[src/rtl/oah_pkg.sv]
// Package for the open-addressing hash insert engine.
// Field widths, operation and status codes, config register indexes, word types.
// No dependencies.
`default_nettype none

package oah_pkg;

  localparam int MODE_W   = 2;
  localparam int KEY_W    = 31;
  localparam int SLOT_W   = 6;
  localparam int STATUS_W = 2;
  localparam int CNT_W    = 8;
  localparam int SUM_W    = 14;
  localparam int PMODE_W  = 2;
  localparam int CFG_IDX_W  = 1;
  localparam int CFG_DATA_W = 8;

  localparam logic [SUM_W-1:0] SUM_MAX        = '1;
  localparam logic [CNT_W-1:0] MAX_PROBES_RST = 8'd50;

  localparam logic [MODE_W-1:0] OP_INSERT = 2'd0;
  localparam logic [MODE_W-1:0] OP_CLEAR  = 2'd1;
  localparam logic [MODE_W-1:0] OP_READ   = 2'd2;

  localparam logic [PMODE_W-1:0] PM_LINEAR = 2'd0;
  localparam logic [PMODE_W-1:0] PM_QUAD   = 2'd1;
  localparam logic [PMODE_W-1:0] PM_DOUBLE = 2'd2;

  localparam logic [STATUS_W-1:0] ST_INSERTED = 2'd0;
  localparam logic [STATUS_W-1:0] ST_GAVE_UP  = 2'd1;
  localparam logic [STATUS_W-1:0] ST_CLEARED  = 2'd2;
  localparam logic [STATUS_W-1:0] ST_READ     = 2'd3;

  localparam logic [CFG_IDX_W-1:0] CFG_PROBE_MODE = 1'd0;
  localparam logic [CFG_IDX_W-1:0] CFG_MAX_PROBES = 1'd1;

  typedef struct packed {
    logic [MODE_W-1:0] mode;
    logic [KEY_W-1:0]  key;
    logic [SLOT_W-1:0] slot;
  } in_word_t;

  typedef struct packed {
    logic [STATUS_W-1:0] status;
    logic [SLOT_W-1:0]   where;
    logic [KEY_W-1:0]    stored_key;
    logic                slot_used;
    logic [CNT_W-1:0]    probes;
    logic [SUM_W-1:0]    total_probes;
  } out_word_t;

endpackage

`default_nettype wire

[src/rtl/oah_stream_if.sv]
// Valid/ready stream channel carrying one word per handshake.
// Word type is a parameter, normally oah_pkg::in_word_t or oah_pkg::out_word_t.
`default_nettype none

interface oah_stream_if #(
  parameter type word_t = logic
);
  logic  valid;
  logic  ready;
  word_t payload;

  modport source (output valid, output payload, input ready);
  modport sink   (input valid, input payload, output ready);
endinterface

`default_nettype wire

[src/rtl/open_addressing_hash_insert_top.sv]
// Open-addressing hash table engine: insert, clear, read slot.
// Depends on oah_pkg and oah_stream_if.
//
// One operation is in flight at a time; a new word is taken whenever the engine is idle, even
// while the previous result waits on the output register. Insert: the word is accepted, the key
// is reduced mod TABLE_SIZE (4 key bits per cycle), then slots are probed in turn on the single
// read port of the slot memory until one is free or the collision count reaches max_probes.
// Double hashing first reduces home mod DH_MODULUS and then the step mod TABLE_SIZE. Clear
// sweeps the memory. After reset the engine runs a clearing pass before it accepts a word;
// config writes are taken always.
`default_nettype none

module open_addressing_hash_insert_top #(
  parameter int TABLE_SIZE = 64,
  parameter int DH_OFFSET  = 30,
  parameter int DH_MODULUS = 25
) (
  input  wire logic                            clk_i,
  input  wire logic                            rst_ni,
  input  wire logic                            cfg_we_i,
  input  wire logic [oah_pkg::CFG_IDX_W-1:0]   cfg_idx_i,
  input  wire logic [oah_pkg::CFG_DATA_W-1:0]  cfg_data_i,
  oah_stream_if.sink                           in_i,
  oah_stream_if.source                         out_o
);

  localparam int IW      = $clog2(TABLE_SIZE);
  localparam int MAXD    = (TABLE_SIZE > DH_MODULUS) ? TABLE_SIZE : DH_MODULUS;
  localparam int RW      = $clog2(MAXD) + 1;
  localparam int DH_K    = (DH_MODULUS + TABLE_SIZE - 1) / TABLE_SIZE;
  localparam int BIAS    = DH_OFFSET + DH_K * TABLE_SIZE;
  localparam int VW      = $clog2(BIAS + 1);
  localparam int ND_KEY  = 8;
  localparam int ND_HOME = (IW + 3) / 4;
  localparam int ND_V    = (VW + 3) / 4;
  localparam int HOME_SH = 32 - 4 * ND_HOME;
  localparam int V_SH    = 32 - 4 * ND_V;

  localparam logic [IW:0]   T_EXT     = (IW + 1)'(TABLE_SIZE);
  localparam logic [IW-1:0] TWO_MOD_T = IW'(2 % TABLE_SIZE);
  localparam logic [IW-1:0] LAST_SLOT = IW'(TABLE_SIZE - 1);

  typedef struct packed {
    logic                            valid;
    logic [oah_pkg::CNT_W-1:0]       cnt;
    logic [oah_pkg::KEY_W-1:0]       key;
  } entry_t;

  typedef enum logic [3:0] {
    S_INIT, S_IDLE, S_HASH, S_DHM, S_DHT, S_PCHK, S_CLR, S_CLRD, S_SCHK
  } state_e;

  function automatic logic [RW-1:0] red_digit(input logic [RW-1:0] acc,
                                              input logic [3:0]    dig,
                                              input logic [RW-1:0] div);
    logic [RW-1:0] t;
    t = acc;
    for (int b = 3; b >= 0; b--) begin
      t = {t[RW-2:0], dig[b]};
      if (t >= div) t = t - div;
    end
    return t;
  endfunction

  function automatic logic [IW-1:0] mod_add(input logic [IW-1:0] a, input logic [IW-1:0] b);
    logic [IW:0] s;
    s = {1'b0, a} + {1'b0, b};
    if (s >= T_EXT) s = s - T_EXT;
    return s[IW-1:0];
  endfunction

  // slot memory
  entry_t          mem [TABLE_SIZE];
  entry_t          rdata_q;
  logic            mem_we, mem_re;
  logic [IW-1:0]   mem_waddr, mem_raddr;
  entry_t          mem_wdata;

  always_ff @(posedge clk_i) begin
    if (mem_we) mem[mem_waddr] <= mem_wdata;
    if (mem_re) rdata_q <= mem[mem_raddr];
  end

  state_e                          state_q, state_d;
  logic [oah_pkg::PMODE_W-1:0]     pmode_q, pmode_d;
  logic [oah_pkg::CNT_W-1:0]       maxp_q, maxp_d;
  logic [oah_pkg::KEY_W-1:0]       key_q, key_d;
  logic [oah_pkg::SLOT_W-1:0]      slot_q, slot_d;
  logic                            slot_ok_q, slot_ok_d;
  logic [RW-1:0]                   acc_q, acc_d;
  logic [31:0]                     src_q, src_d;
  logic [2:0]                      dig_q, dig_d;
  logic [IW-1:0]                   pos_q, pos_d;
  logic [IW-1:0]                   inc_q, inc_d;
  logic [oah_pkg::CNT_W-1:0]       i_q, i_d;
  logic [oah_pkg::SUM_W-1:0]       sum_q, sum_d;
  oah_pkg::out_word_t              out_q, out_d;
  logic                            out_valid_q, out_valid_d;

  logic                            in_fire, out_free, emit, slot_in_range;
  logic [RW-1:0]                   div, acc_step;
  logic [IW-1:0]                   pos_nx;
  logic [VW-1:0]                   dh_v;
  logic [oah_pkg::SUM_W:0]         sum_ext;
  logic [oah_pkg::SUM_W-1:0]       sum_sat;

  assign in_i.ready    = (state_q == S_IDLE);
  assign in_fire       = in_i.valid && in_i.ready;
  assign out_o.valid   = out_valid_q;
  assign out_o.payload = out_q;
  assign out_free      = !out_valid_q || out_o.ready;

  assign slot_in_range = (32'(in_i.payload.slot) < 32'(TABLE_SIZE));
  assign div      = (state_q == S_DHM) ? RW'(DH_MODULUS) : RW'(TABLE_SIZE);
  assign acc_step = red_digit(acc_q, src_q[31:28], div);
  assign pos_nx   = mod_add(pos_q, inc_q);
  assign dh_v     = VW'(BIAS) - VW'(acc_step);
  assign sum_ext  = {1'b0, sum_q} + (oah_pkg::SUM_W + 1)'(i_q);
  assign sum_sat  = sum_ext[oah_pkg::SUM_W] ? oah_pkg::SUM_MAX : sum_ext[oah_pkg::SUM_W-1:0];

  always_comb begin
    state_d   = state_q;
    pmode_d   = pmode_q;
    maxp_d    = maxp_q;
    key_d     = key_q;
    slot_d    = slot_q;
    slot_ok_d = slot_ok_q;
    acc_d     = acc_q;
    src_d     = src_q;
    dig_d     = dig_q;
    pos_d     = pos_q;
    inc_d     = inc_q;
    i_d       = i_q;
    sum_d     = sum_q;
    out_d     = out_q;
    emit      = 1'b0;
    mem_we    = 1'b0;
    mem_re    = 1'b0;
    mem_waddr = pos_q;
    mem_raddr = pos_q;
    mem_wdata = '0;

    if (cfg_we_i) begin
      case (cfg_idx_i)
        oah_pkg::CFG_PROBE_MODE: pmode_d = cfg_data_i[oah_pkg::PMODE_W-1:0];
        oah_pkg::CFG_MAX_PROBES: maxp_d  = cfg_data_i;
        default: ;
      endcase
    end

    case (state_q)
      S_INIT, S_CLR: begin
        mem_we = 1'b1;
        if (pos_q == LAST_SLOT) begin
          state_d = (state_q == S_INIT) ? S_IDLE : S_CLRD;
        end else begin
          pos_d = pos_q + IW'(1);
        end
      end
      S_IDLE: begin
        if (in_fire) begin
          key_d  = in_i.payload.key;
          slot_d = in_i.payload.slot;
          case (in_i.payload.mode)
            oah_pkg::OP_INSERT: begin
              src_d   = {1'b0, in_i.payload.key};
              acc_d   = '0;
              dig_d   = 3'(ND_KEY - 1);
              state_d = S_HASH;
            end
            oah_pkg::OP_CLEAR: begin
              pos_d   = '0;
              state_d = S_CLR;
            end
            default: begin
              slot_ok_d = slot_in_range;
              mem_re    = slot_in_range;
              mem_raddr = IW'(in_i.payload.slot);
              state_d   = S_SCHK;
            end
          endcase
        end
      end
      S_HASH: begin
        acc_d = acc_step;
        src_d = src_q << 4;
        dig_d = dig_q - 3'd1;
        if (dig_q == 3'd0) begin
          pos_d = IW'(acc_step);
          i_d   = '0;
          if (pmode_q == oah_pkg::PM_DOUBLE) begin
            acc_d   = '0;
            src_d   = 32'(IW'(acc_step)) << HOME_SH;
            dig_d   = 3'(ND_HOME - 1);
            state_d = S_DHM;
          end else begin
            inc_d     = IW'(1);
            mem_re    = 1'b1;
            mem_raddr = IW'(acc_step);
            state_d   = S_PCHK;
          end
        end
      end
      S_DHM: begin
        acc_d = acc_step;
        src_d = src_q << 4;
        dig_d = dig_q - 3'd1;
        if (dig_q == 3'd0) begin
          acc_d   = '0;
          src_d   = 32'(dh_v) << V_SH;
          dig_d   = 3'(ND_V - 1);
          state_d = S_DHT;
        end
      end
      S_DHT: begin
        acc_d = acc_step;
        src_d = src_q << 4;
        dig_d = dig_q - 3'd1;
        if (dig_q == 3'd0) begin
          inc_d   = IW'(acc_step);
          mem_re  = 1'b1;
          state_d = S_PCHK;
        end
      end
      S_PCHK: begin
        if (!rdata_q.valid) begin
          if (out_free) begin
            mem_we             = 1'b1;
            mem_wdata          = '{valid: 1'b1, cnt: i_q, key: key_q};
            sum_d              = sum_sat;
            emit               = 1'b1;
            out_d              = '0;
            out_d.status       = oah_pkg::ST_INSERTED;
            out_d.where        = oah_pkg::SLOT_W'(pos_q);
            out_d.probes       = i_q;
            out_d.total_probes = sum_sat;
            state_d            = S_IDLE;
          end
        end else if (i_q == maxp_q) begin
          if (out_free) begin
            emit               = 1'b1;
            out_d              = '0;
            out_d.status       = oah_pkg::ST_GAVE_UP;
            out_d.probes       = maxp_q;
            out_d.total_probes = sum_q;
            state_d            = S_IDLE;
          end
        end else begin
          i_d       = i_q + 8'd1;
          pos_d     = pos_nx;
          if (pmode_q == oah_pkg::PM_QUAD) inc_d = mod_add(inc_q, TWO_MOD_T);
          mem_re    = 1'b1;
          mem_raddr = pos_nx;
        end
      end
      S_CLRD: begin
        if (out_free) begin
          sum_d        = '0;
          emit         = 1'b1;
          out_d        = '0;
          out_d.status = oah_pkg::ST_CLEARED;
          state_d      = S_IDLE;
        end
      end
      S_SCHK: begin
        if (out_free) begin
          emit               = 1'b1;
          out_d              = '0;
          out_d.status       = oah_pkg::ST_READ;
          out_d.where        = slot_q;
          out_d.total_probes = sum_q;
          if (slot_ok_q && rdata_q.valid) begin
            out_d.slot_used  = 1'b1;
            out_d.stored_key = rdata_q.key;
            out_d.probes     = rdata_q.cnt;
          end
          state_d = S_IDLE;
        end
      end
      default: state_d = S_IDLE;
    endcase
  end

  assign out_valid_d = emit || (out_valid_q && !out_o.ready);

  always_ff @(posedge clk_i or negedge rst_ni) begin
    if (!rst_ni) begin
      state_q     <= S_INIT;
      pmode_q     <= oah_pkg::PM_LINEAR;
      maxp_q      <= oah_pkg::MAX_PROBES_RST;
      key_q       <= '0;
      slot_q      <= '0;
      slot_ok_q   <= 1'b0;
      acc_q       <= '0;
      src_q       <= '0;
      dig_q       <= '0;
      pos_q       <= '0;
      inc_q       <= '0;
      i_q         <= '0;
      sum_q       <= '0;
      out_q       <= '0;
      out_valid_q <= 1'b0;
    end else begin
      state_q     <= state_d;
      pmode_q     <= pmode_d;
      maxp_q      <= maxp_d;
      key_q       <= key_d;
      slot_q      <= slot_d;
      slot_ok_q   <= slot_ok_d;
      acc_q       <= acc_d;
      src_q       <= src_d;
      dig_q       <= dig_d;
      pos_q       <= pos_d;
      inc_q       <= inc_d;
      i_q         <= i_d;
      sum_q       <= sum_d;
      out_q       <= out_d;
      out_valid_q <= out_valid_d;
    end
  end

  // a result is only produced when the output register can take it
  a_emit_free: assert property (@(posedge clk_i) disable iff (!rst_ni)
    emit |-> (!out_valid_q || out_o.ready))
    else $error("result produced while output register is held");

  a_accept_leaves_idle: assert property (@(posedge clk_i) disable iff (!rst_ni)
    in_fire |=> (state_q != S_IDLE))
    else $error("engine still idle after accepting a word");

  a_probe_in_table: assert property (@(posedge clk_i) disable iff (!rst_ni)
    (state_q == S_PCHK) |-> ((32'(pos_q) < 32'(TABLE_SIZE)) && (32'(inc_q) < 32'(TABLE_SIZE))))
    else $error("probe position or step outside the table");

  a_probe_limit: assert property (@(posedge clk_i) disable iff (!rst_ni)
    (state_q == S_PCHK) |-> (i_q <= maxp_q))
    else $error("collision count passed max_probes");

endmodule

`default_nettype wire

[src/flat_wrapper.sv]
// flat-port wrapper written by rule: the top's interface ports become plain ports
module open_addressing_hash_insert_top_flat 
#(
  parameter int TABLE_SIZE = 64,
  parameter int DH_OFFSET  = 30,
  parameter int DH_MODULUS = 25
)
  (clk_i, rst_ni, cfg_we_i, cfg_idx_i, cfg_data_i, in_i_valid, in_i_payload, in_i_ready, out_o_valid, out_o_payload, out_o_ready);
  oah_stream_if #(.word_t(oah_pkg::in_word_t)) in_i_i ();
  oah_stream_if #(.word_t(oah_pkg::out_word_t)) out_o_i ();
  input  wire logic clk_i;
  input  wire logic rst_ni;
  input  wire logic cfg_we_i;
  input  wire logic [oah_pkg::CFG_IDX_W-1:0] cfg_idx_i;
  input  wire logic [oah_pkg::CFG_DATA_W-1:0] cfg_data_i;
  input wire logic [$bits(in_i_i.valid)-1:0] in_i_valid;
  input wire logic [$bits(in_i_i.payload)-1:0] in_i_payload;
  output wire logic [$bits(in_i_i.ready)-1:0] in_i_ready;
  output wire logic [$bits(out_o_i.valid)-1:0] out_o_valid;
  output wire logic [$bits(out_o_i.payload)-1:0] out_o_payload;
  input wire logic [$bits(out_o_i.ready)-1:0] out_o_ready;
  assign in_i_i.valid = in_i_valid;
  assign in_i_i.payload = in_i_payload;
  assign in_i_ready = in_i_i.ready;
  assign out_o_valid = out_o_i.valid;
  assign out_o_payload = out_o_i.payload;
  assign out_o_i.ready = out_o_ready;
  open_addressing_hash_insert_top #(.TABLE_SIZE(TABLE_SIZE), .DH_OFFSET(DH_OFFSET), .DH_MODULUS(DH_MODULUS)) u_core (.clk_i(clk_i), .rst_ni(rst_ni), .cfg_we_i(cfg_we_i), .cfg_idx_i(cfg_idx_i), .cfg_data_i(cfg_data_i), .in_i(in_i_i), .out_o(out_o_i));
endmodule
[config.mk]
export PLATFORM = sky130hd
export DESIGN_NAME = open_addressing_hash_insert_top_flat
export DESIGN_NICKNAME = d
export VERILOG_FILES = /design/src/rtl/oah_pkg.sv /design/src/rtl/oah_stream_if.sv /design/src/rtl/open_addressing_hash_insert_top.sv /design/src/flat_wrapper.sv
export SDC_FILE = /design/constraint.sdc
export NUM_CORES = 2
export LEC_CHECK = 0
export ABC_CLOCK_PERIOD_IN_PS = 11950
export BUFFER_PORTS_ARGS = -buffer_cell sky130_fd_sc_hd__buf_2
export CAP_MARGIN = 25
export CORE_MARGIN = 3
export CORE_UTILIZATION = 50
export DETAILED_ROUTE_END_ITERATION = 7
export PLACE_DENSITY = 0.65
export REMOVE_ABC_BUFFERS = 1
export SKIP_CTS_REPAIR_TIMING = 1
export SLEW_MARGIN = 20
export SYNTH_ARGS = -nofsm -noshare
export SYNTH_HDL_FRONTEND = slang
export SYNTH_SLANG_ARGS = --single-unit
[constraint.sdc]
create_clock -name clk_i -period 11.95 [get_ports clk_i]
set_input_delay 0.5975 -clock clk_i [delete_from_list [all_inputs] [get_ports clk_i]]
set_output_delay 0.5975 -clock clk_i [all_outputs]
set_load 0.01 [all_outputs]
==> impl_results.md <==
* DR WL/cell at 31.98 um
* Post-synth ARST share at 6.810%
* Period utilization at 88.27%
* Clock Path Buffers at 4
* Max Clk Rate at 94.80 MHz
* Core ar. at 0.2176 sq mm
* Mapped cell area at 0.1097 sq mm
* Final Hold Vio Count at 0
* Clk sinks at 2,790
* TritonCTS clock tree: built
* Req. time, crit path at 12.60 ns
* Final Max Tran Viols at 0
* TritonRoute pass-1 iters at 6
* First-pass GRT wire length at 422,400 um
* Slew margin rel. at 24.60%
* Reg2Reg Capture Point: u_core.rdata_q[33]$_DFFE_PP_
* Number of buffers created by CTS at 296
* Multi-input logic area at 0.02605 sq mm
* RSZ-0062 raised after global routing: false
* Die area at 0.2250 sq mm
* Min Tclk post-route at 10.55 ns
* CTS Root Cell: clkbuf_16
* Clk_lat worst skew at 0.93 ns
* Vias in the first global route at 58,090
* Chip width at 474.4 um
* Ys Warns at 0
* CTS H-tree lvls at 5
* RR Startpoint: u_core.state_q[2]$_DFFE_PN0P_
* Hold WC Path Type: in -> reg
* Sequential Area at 0.08283 sq mm
* Max VDD drop at 0.4046 mV
* Leak at 43.25 nW
* Area share of the largest cell type after synthesis at 71.18%
* Yosys reg bits at 2,790
* Sequential area share after synthesis at 75.52%
* Area growth, synth to finish at 13.26%
* Most frequent cell after synthesis: edfxtp_1
* Worst Skew at 0.06472 ns
* GPL Wtd Cong at 0.8624
* Count of cell types in the netlist at 93
* Top cells by area, synth: edfxtp_1, mux4_2, mux2i_1, dfrtp_1, o22ai_1
* Setup slack, reg-to-reg at 1.40 ns
* I/O Pins at 117
* Critical Setup Path Class: reg -> reg
* Post-DP HPWL at 154,700 um
* Die Y at 474.4 um
* Share of cells above drive strength 1 at 20.16%
* CTS clk-pin slew, worst paths at 0.06 ns
* CP arrival at 11.20 ns
* Residual DRC count at 0
* Initial core utilization at 50.41%
* Area leader, netlist: edfxtp_1
* Critical path launch point type: flip-flop
* End point of the critical path: u_core.rdata_q[33]$_DFFE_PP_
* Via density at 6.412
* Dpl cells at 8,659
* Cell Rows at 171
* Largest net degree at the start of global routing at 129
* GRT Total Usage at 26.16%
* Power Density at 286.6 mW/mm^2
* Slowest cell on the critical path: o211ai_4
* Fill cells at 16,070
* Commonest cells post-synth: edfxtp_1, mux2i_1, mux4_2
* CP endpoint kind: flip-flop
* Antenna viol nets, final at 0
* Max cap viols at 0
* Endpoints failing setup at 0
* Tightest Pin Transition at 1.131 ns
* CP most frequent cell: ha_1
* # nets final at 6,231
* Avg Cell Area, Syn at 18.66 sq um
* Grt total ovfl at 0
* Via count at 59,140
* Outcome: complete, no violations
* # port buffers at 116
* Post-synth EDFFs at 2,600
* Worst R2R Path Depth at 33
* Crit-path max cell delay at 0.64 ns
* Initial antenna violation count at 13
* Routed WL at 295,000 um
* Prevailing post-synth register cell: edfxtp_1
* Synth Instances at 5,877
* CP Launch Point: u_core.state_q[2]$_DFFE_PN0P_
* Crit-path max FO at 103
* Setup TNS Final at 0 ns
* First DRT Iteration DRCs at 7,501
* Fin cells at 9,223
layer usage:
| layer | GRT usage, % | up-vias | share of wire, % |
|---|---|---|---|
| met5 | 0 | - | 0.019 |
| met3 | 4.050 | 530 | 8.1 |
| met4 | 10.25 | 4 | 4.1 |
| met2 | 41.07 | 2822 | 48 |
| met1 | 37.19 | 31210 | 40 |
| li1 | - | 24570 | - |
how the worst min path moves through the flow:
stage | from | endpoint | slack [ns] | cells after the start
floorplan | rst_ni | u_core.acc_q[0]$_DFFE_PN0P_ | 0.30 | 0
global placement | u_core.slot_ok_q$_DFFE_PN0P_ | u_core.slot_ok_q$_DFFE_PN0P_ | 0.45 | 1
detailed placement | u_core.rdata_q[12]$_DFFE_PP_ | u_core.out_o.payload[35]$_DFFE_PN0P_ | 0.46 | 1
CTS | rst_ni | u_core.out_o.payload[22]$_DFFE_PN0P_ | -0.24 | 1
global route | in_i_payload[25] | u_core.key_q[19]$_DFFE_PN0P_ | 0.001 | 2
finish | in_i_payload[23] | u_core.key_q[17]$_DFFE_PN0P_ | 0.005 | 2
cell type report:
class | count | area share [%]
clock buffers | 388 | 6.399
clock inverters | 117 | 0.9085
repair buffers | 312 | 2.051
diodes | 16 | 0.03223
well taps | 2854 | 2.875
inverters | 29 | 0.08863
flip-flops and latches | 2790 | 66.68
multi-input cells | 2717 | 20.97
worst max-delay path, delay by kind of cell (launching register included):
family / cells / cell delay (ns)
xor+xnor: 2 / 0.49
flops: 1 / 0.57
compound gates: 14 / 3.32
fa+ha+maj: 4 / 1.51
buf+inv: 3 / 1.08
simple gates: 9 / 2.77
mux: 1 / 0.24
registers in the layout, indices dropped and copies added, names as in the netlist:
register	cells
u_core.mem	2560
u_core.src_q	32
u_core.out_o.valid	1
u_core.acc_q	6
u_core.rdata_q	40
u_core.sum_q	14
u_core.slot_q	6
u_core.key_q	31
u_core.out_o.payload	62
u_core.i_q	8
u_core.inc_q	6
u_core.state_q	4
u_core.pmode_q	2
u_core.slot_ok_q	1
u_core.mem_waddr	6
u_core.dig_q	3
u_core.maxp_q	8
stage by stage:
stage	setup slack, ns	hold WS (ns)	power, W	utilization, %	instance area (sq um)
floorplan	-48.04	0.3019	0.02166	-	108200
global placement	1.762	0.4518	0.02686	52.56	114400
detailed placement	1.631	0.4558	0.02703	52.67	114600
CTS	1.589	-0.2392	0.03574	56.84	123700
global route	0.9480	0.001400	0.03705	57.09	124200
finish	1.402	0.004886	0.03561	57.09	124200
power by group:
part           internal [W]  switching (W)
logic               0.00551        0.00912
registers            0.0118       0.000435
clock network       0.00514        0.00362
layout by cell type, fill, tap and decap left out, types with 22 or more instances in the layout:
cell,count
mux2_2,52
nand3_1,114
dlygate4sd3_1,38
and2_4,23
nand4_1,43
clkbuf_1,78
a311oi_1,36
bufinv_16,22
nand2_1,215
dfrtp_1,187
or3_1,46
clkbuf_16,301
ha_1,30
inv_1,27
edfxtp_1,2600
o21ai_0,180
mux4_2,398
nand2b_1,23
o21ai_1,50
buf_12,29
mux2i_1,516
clkinv_1,42
buf_2,115
clkinv_2,40
nor2_4,68
a21oi_1,117
a22o_1,46
a22oi_1,122
buf_4,127
nor3_1,27
o22ai_1,239
nor2_1,99
cell families (layout without fill, tap and decap cells):
group / count (synthesis) / in the layout / synth area share [%]
other cells: 0 / 16 / 0
fa+ha+maj: 34 / 34 / 0.3970
flops: 2790 / 2790 / 75.52
simple gates: 755 / 755 / 3.331
buf+inv: 370 / 846 / 1.449
compound gates: 924 / 924 / 5.579
xor+xnor: 37 / 37 / 0.2954
mux: 967 / 967 / 13.43
No activity file was read; power rests on OpenSTA's default activity.
